$ cat src/rtl/gve_pkg.sv
// gve_pkg: shared types, constants and the microcode ROM of the GPS velocity estimator.
// No dependencies; used by the interfaces and every module of the block.
package gve_pkg;

    typedef logic signed [30:0] lat_t;
    typedef logic signed [31:0] lon_t;
    typedef logic        [19:0] dtime_t;
    typedef logic signed [15:0] speed_t;
    typedef logic        [15:0] scale_t;
    typedef logic        [29:0] denom_t;
    typedef logic        [4:0]  upc_t;

    localparam scale_t SCALE_RESET = 16'd32768;

    // Time snapping windows, microseconds
    localparam dtime_t SNAP1_LO  = 20'd70000;
    localparam dtime_t SNAP1_HI  = 20'd130000;
    localparam dtime_t SNAP1_VAL = 20'd100000;
    localparam dtime_t SNAP2_LO  = 20'd170000;
    localparam dtime_t SNAP2_HI  = 20'd200000 + 20'd30000;
    localparam dtime_t SNAP2_VAL = 20'd200000;

    localparam logic [29:0] K_1E6   = 30'd1000000;
    localparam logic [29:0] K_15625 = 30'd15625;

    // Multiplier operand selects
    typedef enum logic [2:0] {
        MA_DLAT   = 3'd0,
        MA_DLON   = 3'd1,
        MA_PREV_N = 3'd2,
        MA_PREV_E = 3'd3,
        MA_SCALE  = 3'd4
    } mul_a_t;

    typedef enum logic [1:0] {
        MB_C1E6   = 2'd0,
        MB_DT     = 2'd1,
        MB_C15625 = 2'd2,
        MB_PROD   = 2'd3
    } mul_b_t;

    typedef enum logic [1:0] {
        ACC_HOLD     = 2'd0,
        ACC_LOAD     = 2'd1,
        ACC_ADD      = 2'd2,
        ACC_ADD_SHL9 = 2'd3
    } acc_op_t;

    typedef enum logic [2:0] {
        COND_NEXT       = 3'd0,
        COND_JMP        = 3'd1,
        COND_NO_INPUT   = 3'd2,
        COND_NOT_PRIMED = 3'd3,
        COND_DIV_BUSY   = 3'd4,
        COND_OUT_FULL   = 3'd5
    } cond_t;

    typedef struct packed {
        logic    mul_en;
        mul_a_t  mul_a;
        mul_b_t  mul_b;
        acc_op_t acc_op;
        logic    diff_en;
        logic    div_start;
        logic    div_east;
        logic    store_n;
        logic    store_e;
        logic    emit;
        logic    emit_valid;
        logic    commit;
        cond_t   cond;
        upc_t    target;
    } ctrl_t;

    // Status fed to the sequencer from the datapath and the top level
    typedef struct packed {
        logic in_fire;
        logic primed;
        logic div_busy;
        logic out_full;
    } stat_t;

    localparam upc_t STEP_IDLE       = 5'd0;
    localparam upc_t STEP_CHECK      = 5'd1;
    localparam upc_t STEP_MUL_DLAT   = 5'd2;
    localparam upc_t STEP_MUL_PN     = 5'd3;
    localparam upc_t STEP_ADD_N      = 5'd4;
    localparam upc_t STEP_DIV_N      = 5'd5;
    localparam upc_t STEP_WAIT_N     = 5'd6;
    localparam upc_t STEP_MUL_K      = 5'd7;
    localparam upc_t STEP_MUL_DLON   = 5'd8;
    localparam upc_t STEP_MUL_PE     = 5'd9;
    localparam upc_t STEP_ADD_E      = 5'd10;
    localparam upc_t STEP_DIV_E      = 5'd11;
    localparam upc_t STEP_WAIT_E     = 5'd12;
    localparam upc_t STEP_STORE_E    = 5'd13;
    localparam upc_t STEP_WAIT_OUT   = 5'd14;
    localparam upc_t STEP_EMIT       = 5'd15;
    localparam upc_t STEP_PRIME_WAIT = 5'd16;
    localparam upc_t STEP_PRIME_EMIT = 5'd17;

    function automatic ctrl_t ucode(input upc_t pc);
        ctrl_t w;
        w = '{mul_en: 1'b0, mul_a: MA_DLAT, mul_b: MB_C1E6, acc_op: ACC_HOLD,
              diff_en: 1'b0, div_start: 1'b0, div_east: 1'b0, store_n: 1'b0,
              store_e: 1'b0, emit: 1'b0, emit_valid: 1'b0, commit: 1'b0,
              cond: COND_NEXT, target: STEP_IDLE};
        unique case (pc)
            STEP_IDLE:
            begin
                w.cond   = COND_NO_INPUT;
                w.target = STEP_IDLE;
            end
            STEP_CHECK:
            begin
                w.diff_en = 1'b1;
                w.cond    = COND_NOT_PRIMED;
                w.target  = STEP_PRIME_WAIT;
            end
            STEP_MUL_DLAT:
            begin
                w.mul_en = 1'b1;
                w.mul_a  = MA_DLAT;
                w.mul_b  = MB_C1E6;
            end
            STEP_MUL_PN:
            begin
                w.acc_op = ACC_LOAD;
                w.mul_en = 1'b1;
                w.mul_a  = MA_PREV_N;
                w.mul_b  = MB_DT;
            end
            STEP_ADD_N:
            begin
                w.acc_op = ACC_ADD;
            end
            STEP_DIV_N:
            begin
                w.div_start = 1'b1;
            end
            STEP_WAIT_N:
            begin
                w.cond   = COND_DIV_BUSY;
                w.target = STEP_WAIT_N;
            end
            STEP_MUL_K:
            begin
                w.store_n = 1'b1;
                w.mul_en  = 1'b1;
                w.mul_a   = MA_SCALE;
                w.mul_b   = MB_C15625;
            end
            STEP_MUL_DLON:
            begin
                w.mul_en = 1'b1;
                w.mul_a  = MA_DLON;
                w.mul_b  = MB_PROD;
            end
            STEP_MUL_PE:
            begin
                w.acc_op = ACC_LOAD;
                w.mul_en = 1'b1;
                w.mul_a  = MA_PREV_E;
                w.mul_b  = MB_DT;
            end
            STEP_ADD_E:
            begin
                w.acc_op = ACC_ADD_SHL9;
            end
            STEP_DIV_E:
            begin
                w.div_start = 1'b1;
                w.div_east  = 1'b1;
            end
            STEP_WAIT_E:
            begin
                w.cond   = COND_DIV_BUSY;
                w.target = STEP_WAIT_E;
            end
            STEP_STORE_E:
            begin
                w.store_e = 1'b1;
            end
            STEP_WAIT_OUT:
            begin
                w.cond   = COND_OUT_FULL;
                w.target = STEP_WAIT_OUT;
            end
            STEP_EMIT:
            begin
                w.emit       = 1'b1;
                w.emit_valid = 1'b1;
                w.commit     = 1'b1;
                w.cond       = COND_JMP;
                w.target     = STEP_IDLE;
            end
            STEP_PRIME_WAIT:
            begin
                w.cond   = COND_OUT_FULL;
                w.target = STEP_PRIME_WAIT;
            end
            STEP_PRIME_EMIT:
            begin
                w.emit   = 1'b1;
                w.commit = 1'b1;
                w.cond   = COND_JMP;
                w.target = STEP_IDLE;
            end
            default:
            begin
                w.cond   = COND_JMP;
                w.target = STEP_IDLE;
            end
        endcase
        return w;
    endfunction

endpackage

$ cat src/rtl/gve_sequencer.sv
// gve_sequencer: microprogram counter, ROM fetch and conditional jumps.
// Depends on gve_pkg (control word, step codes, ROM function).
module gve_sequencer (
    input  logic            clk,
    input  logic            rst_n,
    input  gve_pkg::stat_t  stat,
    output gve_pkg::ctrl_t  ctrl,
    output logic            idle
);
    import gve_pkg::*;

    upc_t pc_reg, pc_next;
    logic taken;

    assign ctrl = ucode(pc_reg);
    assign idle = (pc_reg == STEP_IDLE);

    always_comb
    begin
        unique case (ctrl.cond)
            COND_NEXT:       taken = 1'b0;
            COND_JMP:        taken = 1'b1;
            COND_NO_INPUT:   taken = !stat.in_fire;
            COND_NOT_PRIMED: taken = !stat.primed;
            COND_DIV_BUSY:   taken = stat.div_busy;
            COND_OUT_FULL:   taken = stat.out_full;
            default:         taken = 1'b1;
        endcase
        pc_next = taken ? ctrl.target : pc_reg + 5'd1;
    end

    always_ff @(posedge clk or negedge rst_n)
    begin
        if (!rst_n)
        begin
            pc_reg <= STEP_IDLE;
        end
        else
        begin
            pc_reg <= pc_next;
        end
    end

endmodule

$ cat config.mk
export PLATFORM = sky130hd
export DESIGN_NAME = gve_sequencer
export DESIGN_NICKNAME = d
export VERILOG_FILES = /design/src/rtl/gve_pkg.sv /design/src/rtl/gve_sequencer.sv
export SDC_FILE = /design/constraint.sdc
export NUM_CORES = 1
export LEC_CHECK = 0
export BUFFER_PORTS_ARGS = -buffer_cell sky130_fd_sc_hd__buf_4
export CELL_PAD_IN_SITES_DETAIL_PLACEMENT = 1
export CELL_PAD_IN_SITES_GLOBAL_PLACEMENT = 2
export CORE_ASPECT_RATIO = 1.2
export CORE_MARGIN = 1.5
export CORE_UTILIZATION = 24
export CTS_CLUSTER_SIZE = 24
export DETAILED_ROUTE_END_ITERATION = 12
export GPL_TIMING_DRIVEN = 0
export PLACE_DENSITY = 0.78
export SLEW_MARGIN = 20
export SYNTH_ARGS = -nofsm -noshare
export SYNTH_HDL_FRONTEND = slang
export SYNTH_SLANG_ARGS = --single-unit
$ cat constraint.sdc
create_clock -name clk -period 2.7 [get_ports clk]
set_clock_uncertainty 0.05 [all_clocks]
set_input_delay 0.27 -clock clk [delete_from_list [all_inputs] [get_ports clk]]
set_output_delay 0.27 -clock clk [all_outputs]
set_load 0.1 [all_outputs]
; ---- Yosys cells after proc, flatten, opt, wreduce, memory -nomap -nowiden
; Cells that the tools add are included.
[word_totals]
word_cells = 43
register_bits = 5
input_bits = 6
[classes]
muxes = 12
eq_ne = 21
add_sub_neg = 1
n_reduce_logical = 8
[op_table]
columns = cell, count
row1 = $pmux W8 S7, 1
row2 = $eq A5 B4 Y1 const B, 8
row3 = $pmux W6 S5, 1
row4 = $eq A5 B3 Y1 const B, 4
row5 = $eq A5 B2 Y1 const B, 2
row6 = $eq A5 B5 Y1 const B, 2
row7 = $reduce_or A10 Y1, 1
row8 = $mux W1, 7
row9 = $eq A3 B2 Y1 const B, 2
row10 = $eq A3 B3 Y1 const B, 2
row11 = $pmux W2 S3, 1
row12 = $reduce_or A2 Y1, 3
row13 = $add A5 B1 Y5 const B, 1
row14 = $eq A5 B1 Y1 const B, 1
row15 = $logic_not A5 Y1, 1
row16 = $mux W5, 1
row17 = $pmux W1 S5, 1
row18 = $logic_not A3 Y1, 1
row19 = $logic_not A1 Y1, 2

; ---- Logic depth before layout (Yosys ltp)
; Gate-level depths: netlist of run 1.
[logic_depth]
ltp_word = 6
ltp_mapped = 8
ltp_nobuf = 8

; ---- Worst setup path before layout of run 1
; OpenSTA, ideal clock, no wires.
[synth_timing]
path_kind = register -> output
from = reg pc_reg[2]
to = out ctrl[18] (netlist name)
arrival_time_ps = 3287
slack_ps = -907
path_stages_with_launch = 6
cell_sequence = dfrtp_1 > buf_6 > or2_1 > buf_6 > a21oi_1 > o21bai_1
[synth_rtl]
columns = element, line_no
row1 = from (decl), gve_sequencer.sv:12  ; upc_t pc_reg, pc_next;
row2 = from (signal assigned), gve_sequencer.sv:40  ; pc_reg <= pc_next;
row3 = to (decl), gve_sequencer.sv:7  ; output gve_pkg::ctrl_t ctrl,

==> results.md, run 1 <==
* Status: completed
* Final Worst Setup Slack at 0.274 ns
* Die area at 0.00327 mm2
* R2R Setup Slk at 0.29 ns
* Largest register FFs at 5
* Synth area leader: dfrtp_1
* GRT Residual Overflow at 0
* FF-to-FF End: pc_reg[4]
* Sequential share of the synthesized area at 17.8%
* Hold buffers post-CTS at 1
* DP HPWL at 1720 um
* CTS tree: yes
* FMAX at 412 MHz
* Synth area leaders: dfrtp_1 (18%), ha_1 (8.9%), nor2_1 (8.0%), mux2_4 (6.4%), a21oi_1 (5.7%)
* Clock latency on the worst-skew pair at 0.25 ns
* Max Cap Viol at 0
* Vias per cell at 4.63
* Vias in the first global route at 770
* Tcrit/Tclk final at 89.8%
* PortBufs at 29
* Vias at 745
* Critical Path End Type: primary output
* Routed Antenna Nets at 0
* Worst Hold Class: input port to async pin
* Crit path time final at 2.43 ns
* Area Growth Syn to Fin at 49.6%
* CP Launch Type: register
* Clock net sink count at 5
* Wire length per cell at 13.4 um
* Final net count at 139
* Final Hold Fails at 0
* Ys Warns at 0
* Final setup violation count at 0
* Synthesized cell area at 704 um2
* H-tree Lvls at 1
* Dpl ws at 0.260 ns
* DRT Pass-1 Iters at 4
* Initial drt markers at 5
* Synthesized net count at 104
* Ant diodes at 0
* Worst setup path class: register to primary output
* Initial cell density of the core at 25.3%
* Clock tree buffer depth at 2
* Yosys reg bits at 5
* Core Rows at 21
* Core ar. at 0.00279 mm2
* Most frequent cells in the layout: buf_4 (31), nor2_1 (13), inv_1 (9), nand2_1 (7), nand2b_1 (6)
* Initial antenna violation count at 0
* Final setup TNS at 0 ns
* CTS Root Buffer Type: clkbuf_4
* Final count of pins violating max slew at 0
* RSZ-0062 raised after global routing: false
* Synth cell types at 31
* Post-CTS sizing at 0
* Die Ht at 62.3 um
* First-pass GRT wire length at 3720 um
* DRC at 0
* Placer congestion estimate at 0.720
* Post-CTS Setup Bufs at 0
* Routed WL at 2150 um
* Reg2reg start: pc_reg[1]
* Die X at 52.5 um
* GRT Util Overall at 14.8%
* Critical path arrival at 2.11 ns
* Share of the synthesized area in the top cell type at 17.8%
* Critical path fanouts, max at 6
* CP Data Required Time at 2.38 ns
* Mapped Cells at 93
* Pin count of the biggest net entering global routing at 11
* Cts bufs inserted at 3
* Commonest non-fill, non-tap cell in the layout: buf_4
* Share of cells above drive strength 1 at 44.9%
* Mean Syn Cell Area at 7.57 um2
* R2R cell count at 8
* Top Ports at 31
* Clk pin slew, worst setup/hold paths at 0.05 ns
## worst max-delay path, cell delays in order (launching register included)
cell	delay [ns]
dfrtp_1	0.42
inv_1	0.10
ha_1	0.29
nand2b_1	0.15
mux2_2	0.28
o22ai_1	0.17
a31o_4	0.16
buf_4	0.29
## worst max path at each step
stage,start,end,slack [ns],depth (start not counted)
after global routing,pc_reg[1],ctrl[5],0.15,7
after floorplan,pc_reg[0],ctrl[18],-0.26,4
final,pc_reg[1],ctrl[5],0.27,7
after detailed placement,pc_reg[1],pc_reg[4],0.26,8
after global placement,pc_reg[1],pc_reg[1],0.32,8
after CTS,pc_reg[1],ctrl[5],0.25,7
## cell type report
class,instances,area [um2]
well taps,34,42.5
clock buffers,4,26.3
plain buffers,8,63.8
flip-flops and latches,5,125
inverters,9,33.8
repair buffers,30,228
fillers,359,1730
multi-input cells,71,534
## per-layer routing
layer  vias to the layer above  track usage, %  routed length (um)
met4                         0            4.81                  26
met3                         4            1.68                  82
met2                        19            24.7                1130
met1                       349            19.2                 913
li1                        373               -                   -
met5                         -               0                   0
## metrics by stage
stage	hold slack, ns	cell area, um2	instances	utilization (%)
final	0.316	1050	161	37.8
after global routing	0.314	1050	161	37.8
after CTS	0.308	1050	161	37.8
after detailed placement	0.0312	1020	156	36.5
after global placement	0.0255	1020	156	36.5
after floorplan	-0.0756	757	93	-
## cells in the mapped netlist
master,number
o21ai_0,1
nor2_1,15
a31oi_1,1
buf_2,3
mux2_4,3
nand2_1,7
a22o_1,1
inv_1,9
buf_4,2
a21oi_1,8
o22ai_1,2
nor2b_1,1
and3_1,1
mux2i_4,1
o221ai_1,1
ha_1,5
nor3_1,1
mux2i_1,1
or2_1,4
a31o_2,1
o22ai_2,1
dfrtp_1,5
nand3_1,1
a21boi_2,1
buf_6,3
o21bai_1,3
o21ai_1,1
xnor2_1,2
conb_1,1
mux2_2,1
nand2b_1,6
## kinds of logic (layout without fill, tap and decap cells)
family          after synthesis  in the layout  synth area share [%]
simple gates                 36             36                  23.8
compound gates               21             21                  20.1
buf+inv                      17             51                  13.9
mux                           6              6                  12.6
fa+ha+maj                     5              5                  8.88
flops                         5              5                  17.8
xor+xnor                      2              2                  2.49
other cells                   1              1                 0.532
Power of run 1 is not shown: default switching activity piles up to over one toggle a cycle in this logic, so the estimate is an artifact.
==> run 2, diff against run 1 <==
Settings changed: CORE_MARGIN 1.5 to 2, MAX_ROUTING_LAYER set to met4.
==> run 2 against run 1 <==
Against the previous run: sequential cell count did not move; core utilization is the same; clock-buffer cell count unchanged; die area increased by 3.5%; sequential share of layout area unchanged; fmax increased by 1.1%; global-route usage fell by 0.48 points; via count increased by 0.94%; critical path depth stayed put; setup slack improved by 0.027 ns; critical path type unchanged; critical endpoint unchanged; highest routed layer unchanged.
==> results.md, run 2 (synthesis results as in run 1) <==
* Clk pin slew, worst setup/hold paths at 0.04 ns
* Largest register FFs at 5
* Area taken by flip-flops and latches at 125 um2
* Final setup violation count at 0
* CP Data Required Time at 2.38 ns
* Die area at 0.00339 mm2
* Clock latency on the worst-skew pair at 0.24 ns
* Worst-path cell chain: inv_1, ha_1, nand2b_1, mux2_2, o22ai_1, a31o_4, buf_4
* Slowest stage cell on the critical path: dfrtp_1
* First-pass GRT wire length at 3560 um
* Cts bufs inserted at 3
* Max Cap Viol at 0
* Post-CTS sizing at 0
* Top Ports at 31
* CTS Root Buffer Type: clkbuf_4
* Wire length per cell at 12.7 um
* Ant diodes at 0
* Buf/Inv on CP at 2
* Critical path arrival at 2.08 ns
* Status: completed
* GRT Util Overall at 14.3%
* DRT Pass-1 Iters at 4
* Tcrit/Tclk final at 88.8%
* Post-placement cell count at 156
* Largest stage delay, worst path at 0.41 ns
* Cell family with the largest share of critical-path delay: flip-flops
* Final Hold Fails at 0
* Reg2reg start: pc_reg[1]
* Area Growth Syn to Fin at 49.6%
* Commonest non-fill, non-tap cell in the layout: buf_4
* Worst hold slack at 0.317 ns
* Share of cells above drive strength 1 at 44.9%
* Vias at 752
* H-tree Lvls at 1
* PortBufs at 29
* Critical path fanouts, max at 6
* Routed WL at 2040 um
* Die Ht at 63.3 um
* RSZ-0062 raised after global routing: false
* Worst setup path class: register to primary output
* Final setup TNS at 0 ns
* Most frequent cells in the layout: buf_4 (31), nor2_1 (13), inv_1 (9), nand2_1 (7), nand2b_1 (6)
* DRC at 0
* Initial antenna violation count at 0
* CP Launch Type: register
* R2R Setup Slk at 0.32 ns
* Core ar. at 0.00279 mm2
* Core Rows at 21
* Area occupied by multi-input gates at 534 um2
* Critical Path End Type: primary output
* FILL cells at 372
* Initial cell density of the core at 25.3%
* Placer congestion estimate at 0.790
* Pin count of the biggest net entering global routing at 11
* Die X at 53.5 um
* FF-to-FF End: pc_reg[1]
* Clock net sink count at 5
* Core Util, Final at 37.8%
* Final net count at 139
* CTS tree: yes
* Worst Hold Class: input port to async pin
* Cell Count, Final, Fillers Out at 161
* Vias per cell at 4.67
* Initial drt markers at 12
* GRT Residual Overflow at 0
* Routed Antenna Nets at 0
* Crit path time final at 2.40 ns
* FMAX at 417 MHz
* Final count of pins violating max slew at 0
* Clock tree buffer depth at 2
* Vias in the first global route at 766
* DP HPWL at 1680 um
* R2R cell count at 8
[run 2: cell counts in the layout (fill, tap and decap cells not counted)]
Identical to the previous run, type by type.
[run 2: layer usage]
| metal | track usage, % | share of wire, % |
|---|---|---|
| met1 | 17.8 | 44 |
| met2 | 23.3 | 50 |
| met3 | 1.42 | 4.0 |
| met4 | 5.13 | 1.6 |
| met5 | - | 0 |
[run 2: cell type report]
type / instances / share of cell area (%)
multi-input cells: 71 / 50.7
repair buffers: 30 / 21.6
well taps: 34 / 4.04
plain buffers: 8 / 6.06
flip-flops and latches: 5 / 11.9
clock buffers: 4 / 2.49
inverters: 9 / 3.21
[run 2: worst reg2reg max path, stage by stage, from the launching register on]
cell and delay, ns:
dfrtp_1 0.41, inv_1 0.10, ha_1 0.30, nand2b_1 0.15, mux2_2 0.28, o22ai_1 0.16
a31o_4 0.15, mux2i_4 0.34, mux2_4 0.33
[run 2: through the flow]
stage	area, um2	setup WS, ns
after global placement	1020	0.338
after CTS	1050	0.283
after detailed placement	1020	0.299
final	1050	0.302
after global routing	1050	0.181
after floorplan	757	-0.262
[run 2: worst max-delay path by stage]
stage                   start  cells past startpoint         to
floorplan           pc_reg[0]                      4   ctrl[18]
global placement    pc_reg[1]                      8  pc_reg[1]
detailed placement  pc_reg[1]                      8  pc_reg[1]
CTS                 pc_reg[1]                      7    ctrl[5]
global route        pc_reg[1]                      7    ctrl[5]
finish              pc_reg[1]                      7    ctrl[5]
[run 2: timing repair]
item / in CTS / in global routing
buffers inserted: 0 / 0
hold buffers: 1 / 0
hold endpoints to repair: 5 / 0
Power of run 2 is left out for the same reason.
